==> config.mk <==
export PLATFORM = sky130hd
export DESIGN_NAME = ir_pulse_width_frame_decoder
export DESIGN_NICKNAME = d
export VERILOG_FILES = /design/src/rtl/core/irpd_pkg.sv /design/src/rtl/core/irpd_cfg.sv /design/src/rtl/core/irpd_class.sv /design/src/rtl/core/ir_pulse_width_frame_decoder.sv
export SDC_FILE = /design/constraint.sdc
export NUM_CORES = 1
export LEC_CHECK = 0
export ABC_AREA = 1
export BUFFER_PORTS_ARGS = -buffer_cell sky130_fd_sc_hd__clkbuf_2
export CAP_MARGIN = 25
export CORE_AREA = 3 3 123 125
export DETAILED_ROUTE_END_ITERATION = 6
export DIE_AREA = 0 0 126 128
export PLACE_DENSITY = 0.55
export RECOVER_POWER = 50
export SYNTH_ARGS = -nofsm -noshare
export SYNTH_HDL_FRONTEND = slang
export SYNTH_SLANG_ARGS = --single-unit
==> constraint.sdc <==
create_clock -name i_clk -period 4.31 [get_ports i_clk]
set_clock_uncertainty 0.2 [all_clocks]
set_input_delay 0 -clock i_clk [delete_from_list [all_inputs] [get_ports i_clk]]
set_output_delay 0 -clock i_clk [all_outputs]
set_load 0.01 [all_outputs]
==> src/rtl/core/irpd_pkg.sv <==
package irpd_pkg;

    localparam int unsigned LEN_W     = 8;
    localparam int unsigned WORD_W    = 32;
    localparam int unsigned COUNT_W   = 8;
    localparam int unsigned CFG_IDX_W = 3;
    localparam int unsigned CFG_DAT_W = 8;

    // Register indexes
    localparam logic [CFG_IDX_W-1:0] REG_ZERO_MIN   = 3'd0;
    localparam logic [CFG_IDX_W-1:0] REG_ONE_MIN    = 3'd1;
    localparam logic [CFG_IDX_W-1:0] REG_REPEAT_MIN = 3'd2;
    localparam logic [CFG_IDX_W-1:0] REG_LEADER_MIN = 3'd3;
    localparam logic [CFG_IDX_W-1:0] REG_END_MIN    = 3'd4;

    // Threshold reset values
    localparam logic [LEN_W-1:0] ZERO_MIN_RST   = 8'd10;
    localparam logic [LEN_W-1:0] ONE_MIN_RST    = 8'd50;
    localparam logic [LEN_W-1:0] REPEAT_MIN_RST = 8'd100;
    localparam logic [LEN_W-1:0] LEADER_MIN_RST = 8'd200;
    localparam logic [LEN_W-1:0] END_MIN_RST    = 8'd250;

    typedef struct packed {
        logic [LEN_W-1:0] zero_min;
        logic [LEN_W-1:0] one_min;
        logic [LEN_W-1:0] repeat_min;
        logic [LEN_W-1:0] leader_min;
        logic [LEN_W-1:0] end_min;
    } t_thresh;

    typedef struct packed {
        logic               leader_seen;
        logic               held_bit;
        logic [WORD_W-1:0]  shift_word;
        logic [COUNT_W-1:0] repeat_count;
        logic [COUNT_W-1:0] entry_tally;
    } t_dec_state;

    typedef struct packed {
        logic repeat_seen;
        logic burst_end;
    } t_flags;

endpackage

==> src/rtl/core/irpd_cfg.sv <==
module irpd_cfg (
    input  logic                            i_clk,
    input  logic                            i_rst_n,
    input  logic                            i_cfg_valid,
    input  logic [irpd_pkg::CFG_IDX_W-1:0]  i_cfg_index,
    input  logic [irpd_pkg::CFG_DAT_W-1:0]  i_cfg_data,
    output irpd_pkg::t_thresh               o_thresh
);

    irpd_pkg::t_thresh r_thresh;

    always_ff @(posedge i_clk) begin
        if (!i_rst_n) begin
            r_thresh.zero_min   <= irpd_pkg::ZERO_MIN_RST;
            r_thresh.one_min    <= irpd_pkg::ONE_MIN_RST;
            r_thresh.repeat_min <= irpd_pkg::REPEAT_MIN_RST;
            r_thresh.leader_min <= irpd_pkg::LEADER_MIN_RST;
            r_thresh.end_min    <= irpd_pkg::END_MIN_RST;
        end else if (i_cfg_valid) begin
            // drop writes to unknown indexes
            unique case (i_cfg_index)
                irpd_pkg::REG_ZERO_MIN:   r_thresh.zero_min   <= i_cfg_data;
                irpd_pkg::REG_ONE_MIN:    r_thresh.one_min    <= i_cfg_data;
                irpd_pkg::REG_REPEAT_MIN: r_thresh.repeat_min <= i_cfg_data;
                irpd_pkg::REG_LEADER_MIN: r_thresh.leader_min <= i_cfg_data;
                irpd_pkg::REG_END_MIN:    r_thresh.end_min    <= i_cfg_data;
                default: ;
            endcase
        end
    end

    assign o_thresh = r_thresh;

endmodule

==> src/rtl/core/irpd_class.sv <==
module irpd_class (
    input  logic [irpd_pkg::LEN_W-1:0] i_pulse_len,
    input  irpd_pkg::t_thresh          i_thresh,
    input  irpd_pkg::t_dec_state       i_state,
    output irpd_pkg::t_dec_state       o_state,
    output irpd_pkg::t_flags           o_flags
);

    logic is_end;
    logic is_leader;
    logic is_zero;
    logic is_one;
    logic is_repeat;
    logic leader_nxt;
    logic held_nxt;

    always_comb begin
        // classes tested in priority order, first match wins
        is_end    = i_pulse_len >= i_thresh.end_min;
        is_leader = !is_end && (i_pulse_len >= i_thresh.leader_min);
        is_zero   = !is_end && !is_leader
                    && (i_pulse_len >= i_thresh.zero_min) && (i_pulse_len < i_thresh.one_min);
        is_one    = !is_end && !is_leader && !is_zero
                    && (i_pulse_len >= i_thresh.one_min) && (i_pulse_len < i_thresh.repeat_min);
        is_repeat = !is_end && !is_leader && !is_zero && !is_one
                    && (i_pulse_len >= i_thresh.repeat_min)
                    && (i_pulse_len <= i_thresh.leader_min);

        leader_nxt = i_state.leader_seen | is_leader;
        held_nxt   = is_zero ? 1'b0 : (is_one ? 1'b1 : i_state.held_bit);

        o_state = i_state;
        if (is_repeat) begin
            o_state.repeat_count = i_state.repeat_count + 1'b1;
            o_state.entry_tally  = i_state.entry_tally + 1'b1;
        end

        if (is_end || is_repeat) begin
            o_state.leader_seen = 1'b0;
            o_state.held_bit    = 1'b0;
        end else begin
            o_state.leader_seen = leader_nxt;
            o_state.held_bit    = held_nxt;
            if (leader_nxt) begin
                o_state.shift_word   = {i_state.shift_word[irpd_pkg::WORD_W-2:0], held_nxt};
                o_state.repeat_count = '0;
                o_state.entry_tally  = irpd_pkg::COUNT_W'(1);
            end
        end

        o_flags.repeat_seen = is_repeat;
        o_flags.burst_end   = is_end | is_repeat;
    end

endmodule

==> src/rtl/core/ir_pulse_width_frame_decoder.sv <==
// IR pulse-width frame decoder.
// Input channel: i_in_valid / o_in_stall carry one measured pulse length
// (i_pulse_len) per transfer. Output channel: o_out_valid / i_out_stall carry
// one result per pulse: frame word, press and entry counts, repeat and burst
// end flags. Each result is the decoder state just after that pulse.
// Configuration: i_cfg_valid / o_cfg_ready write one of five thresholds
// (index 0..4: zero, one, repeat, leader, end); other indexes are ignored.
// Write thresholds only while no pulse is in flight.
// Pipeline: a taken pulse loads the input register; it is then classified
// and loaded into the result register, which drives o_out_valid, unless a
// result held under i_out_stall keeps it waiting.
// Throughput: one pulse per cycle while no result is held under i_out_stall;
// the classify/shift logic between the two registers is the only work on each pulse.
// Stall: while a result waits under i_out_stall the input register still
// fills; once it is full too, o_in_stall rises. A stalled result holds.
// Reset (synchronous, active low): thresholds return to 10/50/100/200/250,
// the frame word and counts clear, the burst restarts without a leader.
module ir_pulse_width_frame_decoder (
    input  logic                            i_clk,
    input  logic                            i_rst_n,
    input  logic                            i_in_valid,
    output logic                            o_in_stall,
    input  logic [irpd_pkg::LEN_W-1:0]      i_pulse_len,
    output logic                            o_out_valid,
    input  logic                            i_out_stall,
    output logic [irpd_pkg::WORD_W-1:0]     o_frame_word,
    output logic [irpd_pkg::COUNT_W-1:0]    o_press_count,
    output logic [irpd_pkg::COUNT_W-1:0]    o_entry_count,
    output logic                            o_repeat_seen,
    output logic                            o_burst_end,
    input  logic                            i_cfg_valid,
    output logic                            o_cfg_ready,
    input  logic [irpd_pkg::CFG_IDX_W-1:0]  i_cfg_index,
    input  logic [irpd_pkg::CFG_DAT_W-1:0]  i_cfg_data
);

    irpd_pkg::t_thresh    thresh;
    irpd_pkg::t_dec_state n_state;
    irpd_pkg::t_flags     n_flags;

    logic                         r_in_vld;
    logic [irpd_pkg::LEN_W-1:0]   r_in_len;
    logic                         r_out_vld;
    irpd_pkg::t_dec_state         r_state;
    irpd_pkg::t_flags             r_flags;

    logic out_hold;
    logic s1_fire;
    logic in_take;

    assign o_cfg_ready = 1'b1;

    irpd_cfg u_cfg (
        .i_clk       (i_clk),
        .i_rst_n     (i_rst_n),
        .i_cfg_valid (i_cfg_valid),
        .i_cfg_index (i_cfg_index),
        .i_cfg_data  (i_cfg_data),
        .o_thresh    (thresh)
    );

    irpd_class u_class (
        .i_pulse_len (r_in_len),
        .i_thresh    (thresh),
        .i_state     (r_state),
        .o_state     (n_state),
        .o_flags     (n_flags)
    );

    assign out_hold   = r_out_vld & i_out_stall;
    assign s1_fire    = r_in_vld & !out_hold;
    assign o_in_stall = r_in_vld & out_hold;
    assign in_take    = i_in_valid & !o_in_stall;

    always_ff @(posedge i_clk) begin
        if (!i_rst_n) begin
            r_in_vld <= 1'b0;
        end else if (!out_hold) begin
            r_in_vld <= in_take;
        end else if (in_take) begin
            r_in_vld <= 1'b1;
        end
    end

    always_ff @(posedge i_clk) begin
        if (in_take) begin
            r_in_len <= i_pulse_len;
        end
    end

    // decoder state doubles as the result register: advance only on a move
    always_ff @(posedge i_clk) begin
        if (!i_rst_n) begin
            r_out_vld <= 1'b0;
            r_state   <= '0;
            r_flags   <= '0;
        end else if (!out_hold) begin
            r_out_vld <= s1_fire;
            if (s1_fire) begin
                r_state <= n_state;
                r_flags <= n_flags;
            end
        end
    end

    assign o_out_valid   = r_out_vld;
    assign o_frame_word  = r_state.shift_word;
    assign o_press_count = r_state.repeat_count;
    assign o_entry_count = r_state.entry_tally;
    assign o_repeat_seen = r_flags.repeat_seen;
    assign o_burst_end   = r_flags.burst_end;

endmodule
==> run metrics, run 1 <==
Peak Freq=~340 MHz; Critical Path AT=2.98 ns; critical path's slowest cell=edfxtp_1; area of the multi-input gates=between 2000 and 2500 µm²; minimum clock period=slightly below 3 ns; Mean Syn Cell Area=7.22 µm²; pin count of the biggest net entering global routing=54; post-layout net count=870; Vias per Instance=around 4.6; Post-DRT Antenna Nets=0; DR DRC count=0; largest family of logic cells by synthesized area=simple AND/OR/NAND/NOR gates; Crit path largest cell delay=slightly above 0.5 ns; top cells by area, synth=dfxtp_1 (35%), nand2_1 (11%), ha_1 (9.7%); CP max FO=42; first-pass GRT wire length=20100 µm; Initial Utilization=between 30% and 40%; #FFs+latches synth=102; FF-to-FF setup slack=1.38 ns; die height=128 µm; Compound-Gate Fraction of Synth Area=9.16%; DR vias=roughly 4500; Port Buffers=75; die width=126 µm; worst-skew pair later-pin latency=about 0.35 ns; Hold Violations, Final=0; layout cell share with drive strength beyond 1=under 10%; required time of the critical path=4.36 ns; Distinct cells, synth=30; synthesized netlist cell count=around 750; Cell Pwr Density=between 300 and 400 nW/µm²; Post-Route WL=11900 µm; Final HPWL DP=8690 µm; Worst-Margin Slew=around 1.0 ns; H-tree depth=3; unrepaired setup endpoints after global routing=no; setup TNS=0 ns; LEAKAGE=2.96 nW; VDD IR-drop max=0.207 mV; worst rel slew slack=between 30% and 40%; Max-cap violations=0; Setup crit start kind=flop; TritonCTS clock tree=yes; # IOs=slightly below 80; post-synthesis mux area share=0%; Synth top area share=34.6%; Worst Setup SP=r_in_len[3]; cts repair resizes=0; Post-CTS Repair Setup Buffers=0; Syn Nets=819; adder-cell share of the synthesized area=around 9.7%; hold_ws=0.161 ns; fin. max-slew vios=0; Yosys warnings=0; Rows=43; # setup viols final=0; Mapped Area=5440 µm²; Inserted Clock Buffers=9; Worst Hold Class=input pin to flop; CORE AREA=between 10000 and 15000 µm²; Pre-antenna DRT Iters=5; Fill cells=about 1500; initial antenna violation count=0; Max Root-Sink Buffers=2; Root Buffer=clkbuf_16; Wirelength per Cell=approximately 12 µm; DIE AREA=16100 µm²; CTS Hold Bufs=32; All-Layer GR Usage=15.2%; Crit Path Class=flop to flop; number of global-route vias before repair=roughly 4200; cell seen most often among critical-path stages=nand2_1; Simple-Gate Fraction of Synth Area=25.0%; antenna fix cells=0; status=finished, final reports clean; Critical R2R Capture=o_entry_count[0]; Congestion Overflow GR=0; Yosys top cell by area=dfxtp_1; Starting DRT DRC Count=247; CP endpoint=o_entry_count[0]; Clock Pin Slew Worst Setup and Hold Paths=0.07 ns; worst reg2reg startpoint=r_in_len[3]; area grow syn2layout=13.4%; sequential fraction of the synthesis area=39.0%; Post-Synth XOR/XNOR Area=0.161%; sequential cell area=approximately 2100 µm²; crit end category=flop; # clock sinks=102; reg2reg path depth=13; Final Wtd Congestion=0.840; fin crit share=approximately 68%; CP cell instances=ha_1 -> nand2_1 -> inv_1 -> nand2_1 -> nand2_1 -> nand2_1 -> and2_1 -> nand2_2 -> nand3_4 -> nand4_4 -> buf_4 -> nand3_1 -> and2_1
-- worst min-delay path by stage --
stage              startpoint          end  slack (ns)  cells after the start
2_1_floorplan  i_pulse_len[0]  r_in_len[0]       -0.10                      0
3_3_place_gp   i_pulse_len[0]  r_in_len[0]       -0.02                      1
3_5_place_dp   i_pulse_len[0]  r_in_len[0]       -0.02                      1
4_1_cts        i_pulse_len[3]  r_in_len[3]        0.14                      2
5_1_grt        i_pulse_len[3]  r_in_len[3]        0.16                      2
6_report       i_pulse_len[4]  r_in_len[4]        0.16                      2
-- per-stage QoR --
| stage | utilization, % | cell area, µm² | power [mW] | worst slack [ns] | std cells |
|---|---|---|---|---|---|
| final | 44.1 | 6170 | 2.21 | 1.38 | 989 |
| after floorplan | - | 5440 | 1.23 | 2.10 | 753 |
| after global routing | 44.1 | 6170 | 2.32 | 1.09 | 989 |
| after global placement | 39.9 | 5580 | 1.28 | 1.44 | 941 |
| after CTS | 44.6 | 6240 | 2.25 | 1.36 | 989 |
| after detailed placement | 39.9 | 5580 | 1.29 | 1.37 | 941 |
-- cell usage after synthesis (all sizes together) --
master,count
ha,42
o21a,2
dfxtp,94
and2,2
clkbuf,11
o21bai,1
clkinv,1
o21ai,29
nand3b,1
buf,59
edfxtp,8
o211ai,15
a21oi,42
nand4,12
inv,116
nor3,6
conb,1
xor2,1
nand3,30
nand2,167
nor2,112
a21o,1
-- placed cells by master (no fill, tap or decap), drive strengths merged, types with 3 or more instances in the layout --
master and count:
nor3 6, clkbuf 86, nand3 30, nand2 167, dfxtp 94, o211ai 15, edfxtp 8, nand4 12
nor2 112, inv 117, bufinv 3, dlygate4sd3 32, o21ai 29, ha 42, a21oi 42
-- per-layer routing --
metal	share of wire [%]	GRT usage [%]
met2	49	26.9
met3	3.9	3.29
met1	46	18.8
met4	1.4	4.23
met5	0	0
-- worst max-delay path: cells and delay by family (launching register included) --
family	cells	cell delay (ns)
and+or+nand+nor	10	1.22
buffers and inverters	2	0.52
DFF	1	0.51
adders and majority gates	1	0.35
-- layout make-up --
| class | count | share of cell area, % |
|---|---|---|
| Inverter | 117 | 7.12 |
| Timing Repair Buffer | 110 | 10.5 |
| Multi-Input combinational cell | 464 | 38.9 |
| Clock inverter | 6 | 1.77 |
| Clock buffer | 10 | 3.71 |
| Tap cell | 180 | 3.65 |
| Sequential cell | 102 | 34.4 |
-- report_power, final --
part / internal, mW / switching [mW] / leakage [nW]
clock: 0.567 / 0.358 / 0.163
sequential: 0.991 / 0.0253 / 0.841
combinational: 0.0998 / 0.166 / 1.96
total: 1.66 / 0.549 / 2.96
-- kinds of logic (layout without fill, tap and decap cells) --
kind of cell	Yosys count	count (layout)
AND/OR/NAND/NOR	330	330
buffers and inverters	187	243
flip-flops	102	102
AO/OA/AOI/OAI	90	90
adder cells (fa/ha/maj)	42	42
other	1	1
XOR/XNOR	1	1
-- sequential cells by signal, summed over array words and instances (netlist names) --
register / cells
o_burst_end: 1
o_entry_count: 8
o_frame_word: 32
o_out_valid: 1
o_press_count: 8
o_repeat_seen: 1
r_in_len: 8
r_in_vld: 1
r_state: 2
u_cfg.o_thresh: 40
No activity file was read; power rests on OpenSTA's default activity.
==> inputs of run 2 (changes only) <==
- ABC_AREA: 1 -> 0
- CORE_AREA: 3 3 123 125 -> 3 3 120 122
- DIE_AREA: 0 0 126 128 -> 0 0 123 125
- clock period: 4.31 -> 2.77 ns (I/O delays scaled with it)
==> run 2 against run 1 <==
  * Core utilization grew 7.1 points
  * Critical path depth fell by 3
  * Via count up 0.33%
  * Cell count fell by 9.0%
  * Combinational power grew 80%
  * Worst setup slack worse by 1.4 ns
  * Sequential power is 51% higher
  * Register-to-register slack got worse by 1.4 ns
  * Critical path type unchanged
  * Largest cell class unchanged
==> run metrics, run 2 <==
Async SR Flop Fraction=0%; Max-cap violations=0; design area=6810 µm²; Root Buffer=clkbuf_16; Port Buffers=75; #FFs+latches synth=102; fin. max-slew vios=0; synth cell count leaders=nand2_1 (109), dfxtp_1 (94), buf_4 (50), a21oi_1 (42), ha_1 (42); DR DRC count=0; reg2reg path depth=10; Peak Freq=361 MHz; Hold Violations, Final=0; CORE AREA=~13000 µm²; most frequent cells in the layout=nand2_1 (109), dfxtp_1 (94), clkbuf_1 (53); Yosys top cell by area=dfxtp_1; DIE AREA=15400 µm²; Post-Route WL=13300 µm; die width=123 µm; Mean Syn Cell Area=8.39 µm²; EDFF count, synth=8; cell seen most often among critical-path stages=a21oi_2; first-pass GRT wire length=20600 µm; fin crit share=between 90% and 100%; Synth top area share=36.1%; Area after DPL=5650 µm²; LEAKAGE=2.69 nW; Cell Pwr Density=473 nW/µm²; synthesized netlist cell count=621; pin count of the biggest net entering global routing=between 60 and 70; hold path cells=2; Finished Core Util=51.2%; Crit path depth=10; H-tree depth=3; Clock Pin Slew Worst Setup and Hold Paths=0.07 ns; unrepaired setup endpoints after global routing=yes; DR vias=4551; dpl ws=-0.272 ns; Critical Path AT=around 2.9 ns; Initial Utilization=between 30% and 40%; sequential fraction of the synthesis area=40.7%; CP max FO=5; Final WS setup=0.00302 ns; required time of the critical path=2.86 ns; Syn Nets=slightly below 700; Crit path largest cell delay=just under 0.5 ns; critical path's slowest cell=or4_4; Distinct cells, synth=50; CP cell instances=buf_4 -> ha_1 -> a41o_1 -> a21oi_2 -> o31a_2 -> nor3b_4 -> buf_6 -> nand3_4 -> or4_4 -> a21oi_2; Rows=42; Setup crit start kind=flop; Synth Flop Type=dfxtp_1; area grow syn2layout=30.6%; Final HPWL DP=between 8000 and 9000 µm; crit end category=flop; total power=3.22 mW; most frequent cell after synthesis=nand2_1; Largest register FFs=40; most common cell after layout, fill and taps aside=nand2_1; worst rel slew slack=51.6%; initial antenna violation count=0; Starting DRT DRC Count=slightly above 200; TritonCTS clock tree=yes; status=finished, final reports clean; minimum clock period=2.77 ns; die height=roughly 130 µm; Congestion Overflow GR=0; Pre-antenna DRT Iters=4; Max Root-Sink Buffers=2; Top delay family on crit path=simple AND/OR/NAND/NOR gates; # clock sinks=102; antenna fix cells=0; Yosys warnings=0; Mapped Area=about 5200 µm²; Wirelength per Cell=14.7 µm; VDD IR-drop max=0.333 mV; layout cell share with drive strength beyond 1=22.1%; Final Wtd Congestion=0.789; # setup viols final=0; Crit Path Class=flop to flop; # IOs=77; Worst-Margin Slew=roughly 0.72 ns; number of global-route vias before repair=4331; Post-DRT Antenna Nets=0; All-Layer GR Usage=approximately 17%; Inserted Clock Buffers=9; WP buf/inv=2; top cells by area, synth=dfxtp_1 (36%), ha_1 (10%), nand2_1 (7.9%); post-layout net count=just under 800; worst-skew pair later-pin latency=approximately 0.35 ns; Vias per Instance=5.06; Worst Hold Class=input pin to flop
[run 2: cell type report]
type | count | area (µm²)
Fill cell | 1279 | 6490
Multi-Input combinational cell | 403 | 2820
Sequential cell | 102 | 2120
Timing Repair Buffer | 164 | 1220
Clock buffer | 13 | 260
Tap cell | 176 | 220
Inverter | 39 | 146
Clock inverter | 3 | 18.8
[run 2: cells by family after synthesis]
kind of cell               synth area share (%)
xor gates and xnor gates                  0.504
and+or+nand+nor                            19.9
AOI/OAI and AO/OA                          16.3
adders and majority gates                  10.1
buffers and inverters                      12.1
muxes                                     0.384
other                                    0.0720
DFF                                        40.7
[run 2: worst register-to-register path, delay by kind of cell, from the launching register on]
family	cells	cell delay, ns
AO/OA/AOI/OAI	4	0.65
flip-flops	1	0.41
adder cells (fa/ha/maj)	1	0.29
buffers and inverters	2	0.31
AND/OR/NAND/NOR	3	0.85
[run 2: per-layer routing]
metal,global-route usage [%],routed length (µm),up-vias
met4,4.10,141,0
met5,0,0,-
met3,4.52,586,9
li1,-,-,2297
met2,27.7,6410,89
met1,21.4,6130,2156
[run 2: worst paths after layout]
check / slack [ns] / startpoint / end
setup / recovery: 0.003 / r_in_len[5] / o_entry_count[5]
hold / removal: 0.13 / i_rst_n / u_cfg.o_thresh[4]
setup reg to reg: 0.003 / r_in_len[5] / o_entry_count[5]
hold reg to reg: 0.26 / u_cfg.o_thresh[2] / u_cfg.o_thresh[2]
[run 2: through the flow]
| step | instances | hold slack (ns) | setup TNS (ns) |
|---|---|---|---|
| after floorplan | 621 | -0.101 | 0 |
| after global placement | 833 | -0.0211 | -3.40 |
| after detailed placement | 833 | -0.0213 | -7.56 |
| after CTS | 887 | 0.0916 | -0.0346 |
| after global routing | 900 | 0.151 | -1.00 |
| final | 900 | 0.128 | 0 |
[run 2: timing repair]
| item | 4_1_cts | 5_1_grt |
|---|---|---|
| hold endpoints to repair | 58 | 0 |
| gates cloned | 1 | 5 |
| hold buffers | 25 | 0 |
| gates resized for setup | 16 | 69 |
| pin swaps | 8 | 36 |
| setup endpoints to repair | 49 | 48 |
| setup buffers | 13 | 11 |
[run 2: power breakdown]
| group | internal (mW) | switching [mW] | total [mW] |
|---|---|---|---|
| clock | 0.658 | 0.548 | 1.21 |
| sequential | 1.52 | 0.0212 | 1.54 |
| combinational | 0.230 | 0.247 | 0.477 |
| total | 2.40 | 0.816 | 3.22 |
